**config.mk**
```make
export PLATFORM = sky130hd
export DESIGN_NAME = rate_limited_height_smoother_unit_flat
export DESIGN_NICKNAME = d
export VERILOG_FILES = /design/src/hw/rtl/rlhs_pkg.sv /design/src/hw/rtl/rlhs_in_if.sv /design/src/hw/rtl/rlhs_out_if.sv /design/src/hw/rtl/rlhs_cfg.sv /design/src/hw/rtl/rlhs_core.sv /design/src/hw/rtl/rlhs_mean.sv /design/src/hw/rtl/rate_limited_height_smoother_unit.sv /design/src/flat_wrapper.sv
export SDC_FILE = /design/constraint.sdc
export NUM_CORES = 1
export LEC_CHECK = 0
export BUFFER_PORTS_ARGS = -buffer_cell sky130_fd_sc_hd__buf_2
export CORE_AREA = 2 2 235 237
export DETAILED_ROUTE_END_ITERATION = 10
export DIE_AREA = 0 0 237 239
export PLACE_DENSITY_LB_ADDON = 0.1
export RECOVER_POWER = 25
export SLEW_MARGIN = 5
export SYNTH_ARGS = -nofsm -noshare
export SYNTH_HDL_FRONTEND = slang
export SYNTH_HIERARCHICAL = 1
export SYNTH_SLANG_ARGS = --single-unit
export TNS_END_PERCENT = 100
```
**constraint.sdc**
```tcl
create_clock -name clk_i -period 12.1 [get_ports clk_i]
set_clock_uncertainty 0.1 [all_clocks]
set_input_delay 2.42 -clock clk_i [delete_from_list [all_inputs] [get_ports clk_i]]
set_output_delay 2.42 -clock clk_i [all_outputs]
set_load 0.01 [all_outputs]
```
**src/hw/rtl/rlhs_pkg.sv**
```systemverilog
// ----------------------------------------------------------------------------
// rlhs_pkg
// Shared types and constants of the rate limited height smoother.
// ----------------------------------------------------------------------------
package rlhs_pkg;

  localparam int unsigned CFG_W     = 12;
  localparam int unsigned FRAC_BITS = 4;
  localparam int unsigned H_W       = 16;
  localparam int unsigned ADDR_W    = 5;
  localparam int unsigned DATA_W    = 32;

  // floor(x / 20) == (x * DIV20_MUL) >> DIV20_SHIFT for any 16-bit x
  localparam int unsigned DIV20_SHIFT = 21;
  localparam logic [16:0] DIV20_MUL   = 17'd104858;

  // register index, taken from paddr[4:2]
  localparam logic [2:0] REG_MAX_HEIGHT  = 3'd0;
  localparam logic [2:0] REG_FALL_LIMIT  = 3'd1;
  localparam logic [2:0] REG_RISE_LIMIT  = 3'd2;
  localparam logic [2:0] REG_JUMP_LIMIT  = 3'd3;
  localparam logic [2:0] REG_JUMP_VALUE  = 3'd4;
  localparam logic [2:0] REG_BLEND_FLOOR = 3'd5;
  localparam logic [2:0] REG_BLEND_STEP  = 3'd6;

  localparam logic [CFG_W-1:0] RST_MAX_HEIGHT  = 12'd2500;
  localparam logic [CFG_W-1:0] RST_FALL_LIMIT  = 12'd400;
  localparam logic [CFG_W-1:0] RST_RISE_LIMIT  = 12'd400;
  localparam logic [CFG_W-1:0] RST_JUMP_LIMIT  = 12'd600;
  localparam logic [CFG_W-1:0] RST_JUMP_VALUE  = 12'd3000;
  localparam logic [CFG_W-1:0] RST_BLEND_FLOOR = 12'd600;
  localparam logic [CFG_W-1:0] RST_BLEND_STEP  = 12'd40;

  typedef enum logic [2:0] {
    OUT_OK    = 3'd0,
    OUT_RANGE = 3'd1,
    OUT_FALL  = 3'd2,
    OUT_RISE  = 3'd3,
    OUT_JUMP  = 3'd4
  } outcome_e;

  typedef struct packed {
    logic [CFG_W-1:0] max_height;
    logic [CFG_W-1:0] fall_limit;
    logic [CFG_W-1:0] rise_limit;
    logic [CFG_W-1:0] jump_limit;
    logic [CFG_W-1:0] jump_value;
    logic [CFG_W-1:0] blend_floor;
    logic [CFG_W-1:0] blend_step;
  } cfg_t;

  // per-transaction info carried from the update stage to the output stage
  typedef struct packed {
    outcome_e         outcome;
    logic [H_W-1:0]   raw;
    logic [CFG_W-1:0] jump_value;
  } res_ctl_t;

endpackage

```
**src/hw/rtl/rlhs_in_if.sv**
```systemverilog
// ----------------------------------------------------------------------------
// rlhs_in_if
// Input channel: one raw distance sample per transaction.
// ----------------------------------------------------------------------------
interface rlhs_in_if;
  logic        valid;
  logic        ready;
  logic [15:0] distance_mm;

  modport source (output valid, output distance_mm, input ready);
  modport sink (input valid, input distance_mm, output ready);
endinterface

```
**src/hw/rtl/rlhs_out_if.sv**
```systemverilog
// ----------------------------------------------------------------------------
// rlhs_out_if
// Output channel: one conditioned height per transaction.
// ----------------------------------------------------------------------------
interface rlhs_out_if;
  logic        valid;
  logic        ready;
  logic [15:0] filtered_height;
  logic [15:0] raw_height_mm;
  logic [2:0]  outcome;

  modport source (output valid, output filtered_height, output raw_height_mm,
                  output outcome, input ready);
  modport sink (input valid, input filtered_height, input raw_height_mm,
                input outcome, output ready);
endinterface

```
**src/hw/rtl/rlhs_cfg.sv**
```systemverilog
// ----------------------------------------------------------------------------
// rlhs_cfg
// APB register file holding the seven threshold registers.
// ----------------------------------------------------------------------------
module rlhs_cfg (
  input  logic                         clk_i,
  input  logic                         rst_ni,
  input  logic                         psel,
  input  logic                         penable,
  input  logic                         pwrite,
  input  logic [rlhs_pkg::ADDR_W-1:0]  paddr,
  input  logic [rlhs_pkg::DATA_W-1:0]  pwdata,
  output logic [rlhs_pkg::DATA_W-1:0]  prdata,
  output logic                         pready,
  output rlhs_pkg::cfg_t               cfg_o
);

  rlhs_pkg::cfg_t         cfg_q;
  logic [2:0]             idx;
  logic                   wr_en;
  logic [rlhs_pkg::CFG_W-1:0] wval;
  logic [rlhs_pkg::CFG_W-1:0] rval;

  assign pready = 1'b1;
  assign idx    = paddr[4:2];
  assign wr_en  = psel & penable & pwrite & pready;
  assign wval   = pwdata[rlhs_pkg::CFG_W-1:0];

  always_ff @(posedge clk_i or negedge rst_ni) begin
    if (!rst_ni) begin
      cfg_q.max_height  <= rlhs_pkg::RST_MAX_HEIGHT;
      cfg_q.fall_limit  <= rlhs_pkg::RST_FALL_LIMIT;
      cfg_q.rise_limit  <= rlhs_pkg::RST_RISE_LIMIT;
      cfg_q.jump_limit  <= rlhs_pkg::RST_JUMP_LIMIT;
      cfg_q.jump_value  <= rlhs_pkg::RST_JUMP_VALUE;
      cfg_q.blend_floor <= rlhs_pkg::RST_BLEND_FLOOR;
      cfg_q.blend_step  <= rlhs_pkg::RST_BLEND_STEP;
    end else if (wr_en) begin
      unique case (idx)
        rlhs_pkg::REG_MAX_HEIGHT:  cfg_q.max_height  <= wval;
        rlhs_pkg::REG_FALL_LIMIT:  cfg_q.fall_limit  <= wval;
        rlhs_pkg::REG_RISE_LIMIT:  cfg_q.rise_limit  <= wval;
        rlhs_pkg::REG_JUMP_LIMIT:  cfg_q.jump_limit  <= wval;
        rlhs_pkg::REG_JUMP_VALUE:  cfg_q.jump_value  <= wval;
        rlhs_pkg::REG_BLEND_FLOOR: cfg_q.blend_floor <= wval;
        rlhs_pkg::REG_BLEND_STEP:  cfg_q.blend_step  <= wval;
        default: ;
      endcase
    end
  end

  always_comb begin
    unique case (idx)
      rlhs_pkg::REG_MAX_HEIGHT:  rval = cfg_q.max_height;
      rlhs_pkg::REG_FALL_LIMIT:  rval = cfg_q.fall_limit;
      rlhs_pkg::REG_RISE_LIMIT:  rval = cfg_q.rise_limit;
      rlhs_pkg::REG_JUMP_LIMIT:  rval = cfg_q.jump_limit;
      rlhs_pkg::REG_JUMP_VALUE:  rval = cfg_q.jump_value;
      rlhs_pkg::REG_BLEND_FLOOR: rval = cfg_q.blend_floor;
      rlhs_pkg::REG_BLEND_STEP:  rval = cfg_q.blend_step;
      default:                   rval = '0;
    endcase
  end

  assign prdata = rlhs_pkg::DATA_W'(rval);
  assign cfg_o  = cfg_q;

endmodule

```
**src/hw/rtl/rlhs_core.sv**
```systemverilog
// ----------------------------------------------------------------------------
// rlhs_core
// Sample checks, blending and window state update; keeps a running window
// sum so the limit checks against the window mean need no divider.
// ----------------------------------------------------------------------------
module rlhs_core #(
  parameter int unsigned WINDOW_LEN = 5,
  localparam int unsigned SUM_W     = rlhs_pkg::H_W + $clog2(WINDOW_LEN)
) (
  input  logic               clk_i,
  input  logic               rst_ni,
  input  rlhs_pkg::cfg_t     cfg_i,
  rlhs_in_if.sink            in_i,
  output logic               s1_valid_o,
  input  logic               s1_ready_i,
  output rlhs_pkg::res_ctl_t s1_ctl_o,
  output logic [SUM_W-1:0]   s1_sum_o
);

  localparam int unsigned SLOT_W = $clog2(WINDOW_LEN);
  localparam int unsigned N_W    = $clog2(WINDOW_LEN + 1);
  localparam int unsigned CMP_W  = rlhs_pkg::H_W + 1 + N_W;
  localparam int unsigned H_W    = rlhs_pkg::H_W;
  localparam int unsigned FB     = rlhs_pkg::FRAC_BITS;

  logic [H_W-1:0]    win_q [WINDOW_LEN];
  logic [SLOT_W-1:0] slot_q;
  logic [SUM_W-1:0]  sum_q;
  logic [H_W-1:0]    acc_q;

  logic                   s1_valid_q;
  rlhs_pkg::res_ctl_t     s1_ctl_q;
  logic [SUM_W-1:0]       s1_sum_q;

  logic [H_W-1:0]   raw, h_q;
  logic [H_W-1:0]   fall_lim, rise_lim, jump_lim, step_lim;
  logic [H_W:0]     fall_bound;
  logic [CMP_W-1:0] sum_ext, fall_prod, rise_prod, jump_prod;
  logic             fall_hit, rise_hit, jump_hit;
  logic [H_W:0]     diff;
  logic             blend_on;
  logic [32:0]      blend_prod;
  logic [H_W-1:0]   blended, sample;
  logic [SUM_W-1:0] sum_next;
  logic [SLOT_W-1:0] slot_next;
  rlhs_pkg::outcome_e outcome;
  logic             accept, ok;

  assign raw      = in_i.distance_mm;
  // only meaningful when raw is within range, i.e. below 4096
  assign h_q      = {raw[rlhs_pkg::CFG_W-1:0], {FB{1'b0}}};
  assign fall_lim = {cfg_i.fall_limit, {FB{1'b0}}};
  assign rise_lim = {cfg_i.rise_limit, {FB{1'b0}}};
  assign jump_lim = {cfg_i.jump_limit, {FB{1'b0}}};
  assign step_lim = {cfg_i.blend_step, {FB{1'b0}}};
  assign sum_ext  = CMP_W'(sum_q);

  // mean - h > F  <=>  sum >= N * (h + F + 1)
  assign fall_bound = (H_W+1)'(h_q) + (H_W+1)'(fall_lim) + (H_W+1)'(1);
  assign fall_prod  = CMP_W'(fall_bound) * CMP_W'(WINDOW_LEN);
  assign fall_hit   = sum_ext >= fall_prod;

  // h - mean > R  <=>  h > R and sum < N * (h - R)
  assign rise_prod = CMP_W'(H_W'(h_q - rise_lim)) * CMP_W'(WINDOW_LEN);
  assign rise_hit  = (h_q > rise_lim) && (sum_ext < rise_prod);
  assign jump_prod = CMP_W'(H_W'(h_q - jump_lim)) * CMP_W'(WINDOW_LEN);
  assign jump_hit  = (h_q > jump_lim) && (sum_ext < jump_prod);

  // (h + 19*acc) / 20 == acc + (h - acc) / 20 when h > acc
  assign diff       = {1'b0, h_q} - {1'b0, acc_q};
  assign blend_on   = (raw > H_W'(cfg_i.blend_floor)) && !diff[H_W] &&
                      (diff[H_W-1:0] > step_lim);
  assign blend_prod = 33'(diff[H_W-1:0]) * 33'(rlhs_pkg::DIV20_MUL);
  assign blended    = acc_q + H_W'(blend_prod[32:rlhs_pkg::DIV20_SHIFT]);
  assign sample     = blend_on ? blended : h_q;

  always_comb begin
    priority if (raw > H_W'(cfg_i.max_height)) begin
      outcome = rlhs_pkg::OUT_RANGE;
    end else if (fall_hit) begin
      outcome = rlhs_pkg::OUT_FALL;
    end else if (rise_hit) begin
      outcome = jump_hit ? rlhs_pkg::OUT_JUMP : rlhs_pkg::OUT_RISE;
    end else begin
      outcome = rlhs_pkg::OUT_OK;
    end
  end

  assign sum_next  = SUM_W'((SUM_W+1)'(sum_q) - (SUM_W+1)'(win_q[slot_q]) +
                            (SUM_W+1)'(sample));
  assign slot_next = (slot_q == SLOT_W'(WINDOW_LEN - 1)) ? '0 : slot_q + SLOT_W'(1);

  assign in_i.ready = !s1_valid_q || s1_ready_i;
  assign accept     = in_i.valid && in_i.ready;
  assign ok         = (outcome == rlhs_pkg::OUT_OK);

  always_ff @(posedge clk_i or negedge rst_ni) begin
    if (!rst_ni) begin
      for (int i = 0; i < WINDOW_LEN; i++) win_q[i] <= '0;
      slot_q     <= '0;
      sum_q      <= '0;
      acc_q      <= '0;
      s1_valid_q <= 1'b0;
    end else begin
      if (in_i.ready) begin
        s1_valid_q <= in_i.valid;
      end
      if (accept && ok) begin
        win_q[slot_q] <= sample;
        slot_q        <= slot_next;
        sum_q         <= sum_next;
        acc_q         <= sample;
      end
    end
  end

  always_ff @(posedge clk_i) begin
    if (accept) begin
      s1_ctl_q.outcome    <= outcome;
      s1_ctl_q.raw        <= raw;
      s1_ctl_q.jump_value <= cfg_i.jump_value;
      s1_sum_q            <= ok ? sum_next : sum_q;
    end
  end

  assign s1_valid_o = s1_valid_q;
  assign s1_ctl_o   = s1_ctl_q;
  assign s1_sum_o   = s1_sum_q;

endmodule

```
**src/hw/rtl/rlhs_mean.sv**
```systemverilog
// ----------------------------------------------------------------------------
// rlhs_mean
// Output stage: window mean by reciprocal multiply (jump value on a jump), result register.
// ----------------------------------------------------------------------------
module rlhs_mean #(
  parameter int unsigned WINDOW_LEN = 5,
  localparam int unsigned SUM_W     = rlhs_pkg::H_W + $clog2(WINDOW_LEN)
) (
  input  logic               clk_i,
  input  logic               rst_ni,
  input  logic               s1_valid_i,
  output logic               s1_ready_o,
  input  rlhs_pkg::res_ctl_t s1_ctl_i,
  input  logic [SUM_W-1:0]   s1_sum_i,
  rlhs_out_if.source         out_o
);

  localparam int unsigned H_W   = rlhs_pkg::H_W;
  localparam int unsigned SHIFT = SUM_W + $clog2(WINDOW_LEN);
  localparam int unsigned M_W   = SUM_W + 1;
  localparam int unsigned P_W   = SUM_W + M_W;
  // ceil(2^SHIFT / N); error times any sum stays below 2^SHIFT, so exact floor
  localparam longint unsigned RECIP =
    ((longint'(1) << SHIFT) + WINDOW_LEN - 1) / WINDOW_LEN;

  logic [P_W-1:0]     prod;
  logic [H_W-1:0]     mean;
  logic [H_W-1:0]     filt;
  logic               out_valid_q;
  logic [H_W-1:0]     filt_q;
  logic [H_W-1:0]     raw_q;
  rlhs_pkg::outcome_e outcome_q;

  assign prod = P_W'(s1_sum_i) * P_W'(M_W'(RECIP));
  assign mean = prod[SHIFT +: H_W];
  assign filt = (s1_ctl_i.outcome == rlhs_pkg::OUT_JUMP) ?
                {s1_ctl_i.jump_value, {rlhs_pkg::FRAC_BITS{1'b0}}} : mean;

  assign s1_ready_o = !out_valid_q || out_o.ready;

  always_ff @(posedge clk_i or negedge rst_ni) begin
    if (!rst_ni) begin
      out_valid_q <= 1'b0;
    end else if (s1_ready_o) begin
      out_valid_q <= s1_valid_i;
    end
  end

  always_ff @(posedge clk_i) begin
    if (s1_valid_i && s1_ready_o) begin
      filt_q    <= filt;
      raw_q     <= s1_ctl_i.raw;
      outcome_q <= s1_ctl_i.outcome;
    end
  end

  assign out_o.valid           = out_valid_q;
  assign out_o.filtered_height = filt_q;
  assign out_o.raw_height_mm   = raw_q;
  assign out_o.outcome         = outcome_q;

endmodule

```
**src/hw/rtl/rate_limited_height_smoother_unit.sv**
```systemverilog
// ----------------------------------------------------------------------------
// rate_limited_height_smoother_unit
// Range/rate checks, 1:19 blending and a moving average over an ultrasonic
// distance stream.
// Results pass the core's stage-1 register and then the output register.
// Throughput: one transaction per cycle while the receiver keeps ready high;
// the running window sum keeps the per-sample state loop free of a divider.
// Reset: registers return to their default thresholds, window, sum and
// last sample clear to zero; no clearing pass.
// ----------------------------------------------------------------------------
module rate_limited_height_smoother_unit #(
  parameter int unsigned WINDOW_LEN = 5
) (
  input  logic                        clk_i,
  input  logic                        rst_ni,
  rlhs_in_if.sink                     in_i,
  rlhs_out_if.source                  out_o,
  input  logic                        psel,
  input  logic                        penable,
  input  logic                        pwrite,
  input  logic [rlhs_pkg::ADDR_W-1:0] paddr,
  input  logic [rlhs_pkg::DATA_W-1:0] pwdata,
  output logic [rlhs_pkg::DATA_W-1:0] prdata,
  output logic                        pready
);

  localparam int unsigned SUM_W = rlhs_pkg::H_W + $clog2(WINDOW_LEN);

  rlhs_pkg::cfg_t     cfg;
  logic               s1_valid;
  logic               s1_ready;
  rlhs_pkg::res_ctl_t s1_ctl;
  logic [SUM_W-1:0]   s1_sum;

  rlhs_cfg u_cfg (
    .clk_i   (clk_i),
    .rst_ni  (rst_ni),
    .psel    (psel),
    .penable (penable),
    .pwrite  (pwrite),
    .paddr   (paddr),
    .pwdata  (pwdata),
    .prdata  (prdata),
    .pready  (pready),
    .cfg_o   (cfg)
  );

  rlhs_core #(.WINDOW_LEN(WINDOW_LEN)) u_core (
    .clk_i      (clk_i),
    .rst_ni     (rst_ni),
    .cfg_i      (cfg),
    .in_i       (in_i),
    .s1_valid_o (s1_valid),
    .s1_ready_i (s1_ready),
    .s1_ctl_o   (s1_ctl),
    .s1_sum_o   (s1_sum)
  );

  rlhs_mean #(.WINDOW_LEN(WINDOW_LEN)) u_mean (
    .clk_i      (clk_i),
    .rst_ni     (rst_ni),
    .s1_valid_i (s1_valid),
    .s1_ready_o (s1_ready),
    .s1_ctl_i   (s1_ctl),
    .s1_sum_i   (s1_sum),
    .out_o      (out_o)
  );

endmodule

```
**src/flat_wrapper.sv**
```systemverilog
// flat-port wrapper written by rule: the top's interface ports become plain ports
module rate_limited_height_smoother_unit_flat 
#(
  parameter int unsigned WINDOW_LEN = 5
)
  (clk_i, rst_ni, psel, penable, pwrite, paddr, pwdata, prdata, pready, in_i_valid, in_i_distance_mm, in_i_ready, out_o_valid, out_o_filtered_height, out_o_raw_height_mm, out_o_outcome, out_o_ready);
  rlhs_in_if in_i_i ();
  rlhs_out_if out_o_i ();
  input  logic clk_i;
  input  logic rst_ni;
  input  logic psel;
  input  logic penable;
  input  logic pwrite;
  input  logic [rlhs_pkg::ADDR_W-1:0] paddr;
  input  logic [rlhs_pkg::DATA_W-1:0] pwdata;
  output logic [rlhs_pkg::DATA_W-1:0] prdata;
  output logic pready;
  input wire logic [$bits(in_i_i.valid)-1:0] in_i_valid;
  input wire logic [$bits(in_i_i.distance_mm)-1:0] in_i_distance_mm;
  output wire logic [$bits(in_i_i.ready)-1:0] in_i_ready;
  output wire logic [$bits(out_o_i.valid)-1:0] out_o_valid;
  output wire logic [$bits(out_o_i.filtered_height)-1:0] out_o_filtered_height;
  output wire logic [$bits(out_o_i.raw_height_mm)-1:0] out_o_raw_height_mm;
  output wire logic [$bits(out_o_i.outcome)-1:0] out_o_outcome;
  input wire logic [$bits(out_o_i.ready)-1:0] out_o_ready;
  assign in_i_i.valid = in_i_valid;
  assign in_i_i.distance_mm = in_i_distance_mm;
  assign in_i_ready = in_i_i.ready;
  assign out_o_valid = out_o_i.valid;
  assign out_o_filtered_height = out_o_i.filtered_height;
  assign out_o_raw_height_mm = out_o_i.raw_height_mm;
  assign out_o_outcome = out_o_i.outcome;
  assign out_o_i.ready = out_o_ready;
  rate_limited_height_smoother_unit #(.WINDOW_LEN(WINDOW_LEN)) u_core (.clk_i(clk_i), .rst_ni(rst_ni), .in_i(in_i_i), .out_o(out_o_i), .psel(psel), .penable(penable), .pwrite(pwrite), .paddr(paddr), .pwdata(pwdata), .prdata(prdata), .pready(pready));
endmodule
```
* Word-level counts from Yosys, hierarchy flattened
Cells that the tools add are included.
** Storage, ports and cells
- Output and inout port bits :: 70
- Register bits :: 289
- Word-level logic and storage cells :: 97
** Operators by class
- Bitwise logic cells :: 3
- Equality and inequality tests :: 8
- Add/sub/neg operators :: 9
- Mux-type cells :: 15
- Magnitude comparators :: 10
- Reductions and logical operators :: 22
- $mul :: 5
** Operators by type and width (number)
- 12-bit one-hot mux with 7 select lines :: 1
- 80-bit bitwise mux :: 1
- 16-bit 2-to-1 mux :: 5
- 16-bit binary-select mux with 3-bit select :: 1
- 16-bit demux with 3-bit select :: 1
- 16-bit greater-than comparator :: 3
- 19-bit < comparator :: 2
- 16-bit by 3-bit multiplier with 19-bit output, second input constant :: 2
- 19-bit by 20-bit multiplier with 38-bit output, second input constant :: 1
- 16-bit by 12-bit greater-than comparator with 1-bit output :: 2
- 16-bit by 16-bit multiplier with 32-bit output, second input constant :: 1
- 16-bit subtractor :: 2
- 19-bit by 20-bit >= comparator with 1-bit output :: 1
- 17-bit by 3-bit multiplier with 20-bit output, second input constant :: 1
- 19-bit by 16-bit adder with 19-bit output :: 1
- 19-bit 2-to-1 mux :: 1
- 19-bit by 16-bit subtractor with 19-bit output :: 1
- 16-bit by 16-bit adder with 17-bit output :: 1
- 17-bit by 1-bit adder with 17-bit output, second input constant :: 1
- 16-bit by 16-bit subtractor with 17-bit output :: 1
- 16-bit by 12-bit adder with 16-bit output :: 1
- 3-bit equality test, second input constant :: 5
- 3-bit 2-to-1 mux :: 5
- 2-bit AND reduction :: 7
- other kinds (11) :: 24

* Depth between registers and ports, before layout
- Depth in word-level cells :: 10
- Mapped depth :: 51
- Mapped depth without buffers :: 51

* Hierarchy
The synthesis kept the hierarchy.
** Modules (own cells, without submodules)
- rlhs_core :: instances 1, area each 18681.7 um2, seq. area each 4479.3 um2, cells an instance 1977
- rlhs_mean :: instances 1, area each 6744.0 um2, seq. area each 1076.0 um2, cells an instance 686
- rlhs_cfg :: instances 1, area each 4124.0 um2, seq. area each 2137.0 um2, cells an instance 324

* Worst setup path after synthesis
No wires, ideal clock.
- Kind :: input port to flip-flop
- Start point :: input in_i_distance_mm[4]
- End point :: register u_core.u_core.s1_sum_q[17], in the netlist u_core/u_core/s1_sum_o[17] (data pin)
- Arrival :: 12.907 ns
- Data required time :: 11.740 ns
- Stages on the path :: 50
- Path slack :: -1.167 ns
- Library setup time :: 0.260 ns
- Cell sequence :: ha_1 -> a21oi_1 -> o21a_1 -> o32ai_1 -> o21ai_0 -> nand2b_1 -> a21o_1 -> a21o_1 -> a21o_1 -> a21o_1 -> xor2_1 -> ha_1 -> ha_1 -> inv_1 -> fa_1 -> inv_1 -> fa_1 -> fa_1 -> (+14 left out) -> a21o_1 -> a31oi_1 -> inv_1 -> a21oi_1 -> xnor2_1 -> mux2i_4 -> inv_1 -> fa_1 -> ha_1 -> nand2_1 -> a21oi_1 -> a211o_1 -> a221oi_1 -> o21ai_0 -> a21o_1 -> a21oi_1 -> xnor2_1 -> mux2_2
** RTL lines
- start, declared :: line flat_wrapper.sv:19 : input wire logic [$bits(in_i_i.distance_mm)-1:0] in_i_distance_mm;
- parallel branches: the longest is 4 deep, another holds 16-bit by 16-bit multiplier with 32-bit output
- 16-bit 2-to-1 mux (*) :: line rlhs_core.sv:75 : assign sample = blend_on ? blended : h_q;
- via u_core.u_core.sample[7] :: line rlhs_core.sv:43 : logic [H_W-1:0] blended, sample;
- 19-bit by 16-bit adder with 19-bit output (*) :: line rlhs_core.sv:89 : assign sum_next = SUM_W'((SUM_W+1)'(sum_q) - (SUM_W+1)'(win_q[slot_q]) +
- 19-bit 2-to-1 mux (*) :: line rlhs_core.sv:122 : s1_sum_q <= ok ? sum_next : sum_q;
- end signal, assigned :: line rlhs_core.sv:122
- end, declared :: line rlhs_core.sv:33 : logic [SUM_W-1:0] s1_sum_q;
Mark *: on every way through the listed nets, which the timed path passes.
A chain may end at the register's enable or synchronous reset.

* Worst setup path after layout
- Start point :: input in_i_distance_mm[2]
- End point :: register u_core.u_core.s1_sum_q[17], in the netlist u_core/u_core/s1_sum_o[17] (data pin)
The elaborated chain is that of the path after synthesis.

==> results.yml <==
synthesis:
  synth_compound_gate_area_share_pct: 12.2
  yosysWarnings: 6
  ys_seq_area_share_pct: 26.0
  synth-simple-area-share_pct: 8.13
  yosys-mux-area-fraction_pct: 6.91
  synthAdderAreaFrac_pct: 34.1
  ys_seq_elements: 289
  synth-edff-count: 85
  synth_area_mm2: 0.0295
  synth_top_family_by_area: "adder cells"
  ys_types: 95
  syn_avg_cell_area_um2: 9.89
  synthFlopType: "dfrtp_1"
  netlist_instances: 2987
  synth_xor_area_share_pct: 4.11
  postSynth.asyncResetShare_pct: 70.6
timing:
  fin_crit_ns: 12.58
  hold_ws_ns: 0.318
  hold_violations: 0
  slew_viol_final: 176
  rsz0062_at_grt: "yes"
  fmax_mhz: 79.5
  finalSetupViolCount: 11
  tightestPinTransition_ns: 4.07
  slew_headroom_pct: -172
  finalCritPeriodShare_pct: 104
  setup_ws_ns: -0.479
layout:
  area_delta_synth_final_pct: 15.0
  antenna_cells: 0
  final_util_pct: 62.6
  drive_gt1_share_pct: 18.6
  nets: 4022
  stdcell_area_mm2: 0.0340
  multi_input_area_mm2: 0.0200
  fillers: 4548
  layout.area.seq_mm2: 0.00769
clock_network:
  cts_sinks: 289
  cts_tree: "built"
  ctsRootBufferMaster: "clkbuf_16"
  htreeDepth: 2
  clock_path_buffers: 3
  clk_pin_slew_ns: 0.05
  clock_latency_ns: 0.55
  cts_buffers: 35
worst_setup_path:
  slowest_stage: "fa_1"
  crit_family: "compound AO/OA/AOI/OAI gates"
  worst-path-max-fanout: 4
  cpPeakStageDelay_ns: 0.55
  crit_required_ns: 12.30
  cp_common_cell: "a21o_1"
  cp.arrival_ns: 12.78
  cp-end-kind: "flip-flop"
  crit_path_start_kind: "primary input"
  cp_num_buf_inv: 9
  crit_type: "primary input to flip-flop"
global_routing:
  grt_use_met1_pct: 38.9
  use_met3_pct: 3.43
  grt_pass1_wl_mm: 124
  gr-total-overflow: 0
  grt_antenna_before_repair: 0
  grt_pass1_vias: 22800
  top_usage_layer: "met2"
  grt_max_degree: 79
  gr-usage-all-layers_pct: 28.2
  met2_usage_pct: 47.1
routing:
  antenna_left: 0
  drt_iter0_markers: 1380
  vias: 22400
  wire_per_inst_um: 19.7
  drc: 0
  wirelength_mm: 78.7
  vias_per_cell: 5.59
  drt_pre_antenna_iters: 7
job:
  drv_cap: 3
status:
  violations: "capacitance limit, slew limit, setup timing"
  status: "finished, violations left"
placed_design:
  port_buffers: 86
  dp.final_hpwl_mm: 63.5
  dpl-instance-area_mm2: 0.0323
  finalWeightedCongestion: 0.920
floorplanning:
  initial_core_util_pct: 54.4
  die_w_um: 237
  die_h_um: 239
  boundaryPins: 130
  row_count: 86
  core-area_mm2: 0.0543
  die_area_mm2: 0.0566
min_path:
  hp-class: "flip-flop to flip-flop"
[worst register-to-register path: cells and delay by family (launching register included)]
family,cells,cell delay [ns]
compound gates,17,3.30
xor+xnor,3,0.36
fa+ha+maj,11,3.89
buf+inv,10,0.97
flops,1,0.49
mux,2,0.44
simple gates,6,1.34
[flip-flops by register name, indices dropped and copies added, names as in the netlist]
register / cells
u_core/u_cfg/cfg_o: 84
u_core/u_core/win_q: 80
u_core/u_core/s1_ctl_o: 31
u_core/u_core/s1_sum_o: 19
u_core/u_core/sum_q: 19
u_core/u_core/acc_q: 16
u_core/u_mean/out_o.filtered_height: 16
u_core/u_mean/out_o.raw_height_mm: 16
u_core/u_core/slot_q: 3
u_core/u_mean/out_o.outcome: 3
u_core/u_core/s1_valid_o: 1
u_core/u_mean/out_o.valid: 1
[area by class of cell]
class	count	share of cell area, %
flip-flops and latches	289	22.6
inverters	552	6.10
clock buffers	42	2.83
well taps	704	2.59
repair buffers	313	6.28
clock inverters	21	0.814
multi-input cells	2084	58.8
[metrics by stage]
stage | std cells | setup TNS [ns] | worst slack, ns
2_1_floorplan | 3006 | -1.60 | -0.527
3_3_place_gp | 3926 | -24.20 | -1.48
3_5_place_dp | 3926 | -29.95 | -1.68
4_1_cts | 4004 | -1.79 | -0.371
5_1_grt | 4005 | -10.67 | -0.940
6_report | 4005 | -2.77 | -0.479
[timing repair]
action,CTS,global route
cloned,0,0
setup buffers,16,6
pin swaps,36,22
hold buffers,0,0
resized for setup,32,50
endpoints found under the setup margin,24,22
[worst paths after layout]
check                                                          start  slack, ns                                              to  depth (start not counted)
worst max-delay path                             in_i_distance_mm[2]      -0.48            u_core/u_core/s1_sum_o[17]$_DFFE_PP_                         52
worst min-delay path            u_core/u_core/s1_ctl_o[18]$_DFFE_PP_       0.32  u_core/u_mean/out_o.raw_height_mm[6]$_DFFE_PP_                          0
worst max register to register    u_core/u_core/acc_q[1]$_DFFE_PN0P_       0.95            u_core/u_core/s1_sum_o[17]$_DFFE_PP_                         49
worst min register to register  u_core/u_core/s1_ctl_o[18]$_DFFE_PP_       0.32  u_core/u_mean/out_o.raw_height_mm[6]$_DFFE_PP_                          0
max in group asynchronous                                     rst_ni       3.59              u_core/u_cfg/cfg_o[60]$_DFFE_PN0P_                          2
min in group asynchronous                                     rst_ni       3.08               u_core/u_cfg/cfg_o[0]$_DFFE_PN0P_                          1
[synthesized netlist by cell type, drive strengths merged (18+ instances only)]
cell | number | area [um^2]
inv | 551 | 2070
ha | 492 | 6160
o21ai | 201 | 1010
nand2 | 198 | 743
fa | 195 | 3900
dfrtp | 176 | 4400
a21oi | 128 | 644
nor2 | 114 | 433
mux2 | 109 | 1230
xnor2 | 91 | 797
edfxtp | 85 | 2550
a21o | 50 | 375
xor2 | 45 | 394
buf | 42 | 292
clkbuf | 39 | 146
mux2i | 35 | 430
o21a | 34 | 255
dfstp | 28 | 736
nand3 | 28 | 140
nor2b | 25 | 156
nand2b | 24 | 150
nand4 | 22 | 144
nor3 | 22 | 110
o211ai | 19 | 143
o21bai | 19 | 143
a31oi | 18 | 113
[cells in the final DEF (no fill, tap or decap), types with 13 or more instances in the layout]
cell       netlist  layout
nand3_1         28      28
mux2i_1         23      23
inv_1          551     545
xnor2_1         91      80
o21bai_1        19      17
buf_4           22     216
dfstp_2         28      21
nand2_1        198     197
nor3_1          22      20
mux2_2         109     106
fa_1           195     194
conb_1           2      21
o21a_1          34      34
nor2b_1         25      25
buf_2           11      77
dfrtp_1        176     176
mux4_2          17      17
o21ai_0        176     168
clkbuf_1        39      16
a21oi_1        127     115
a21o_1          50      50
o21ai_1         24      30
nand4_1         21      21
ha_1           492     477
a31oi_1         18      13
nor2_1         112     107
xor2_1          45      42
edfxtp_1        85      85
o211ai_1        19      19
clkbuf_16        0      36
nand2b_1        24      24
[logic make-up (layout without fill, tap and decap cells)]
group                    after synthesis  in the layout
AO/OA/AOI/OAI                        574            574
other                                  2             21
flip-flops                           289            289
buffers and inverters                633            928
AND/OR/NAND/NOR                      503            503
XOR/XNOR                             137            137
adder cells (fa/ha/maj)              688            688
multiplexers                         161            161
[layer usage]
layer	share of wire [%]	up-vias
met5	0	-
met3	5.1	101
met2	47	523
li1	-	10700
met4	2.3	0
met1	45	11100
Power is not shown: default switching activity piles up to over one toggle a cycle in this logic, so the estimate is an artifact.
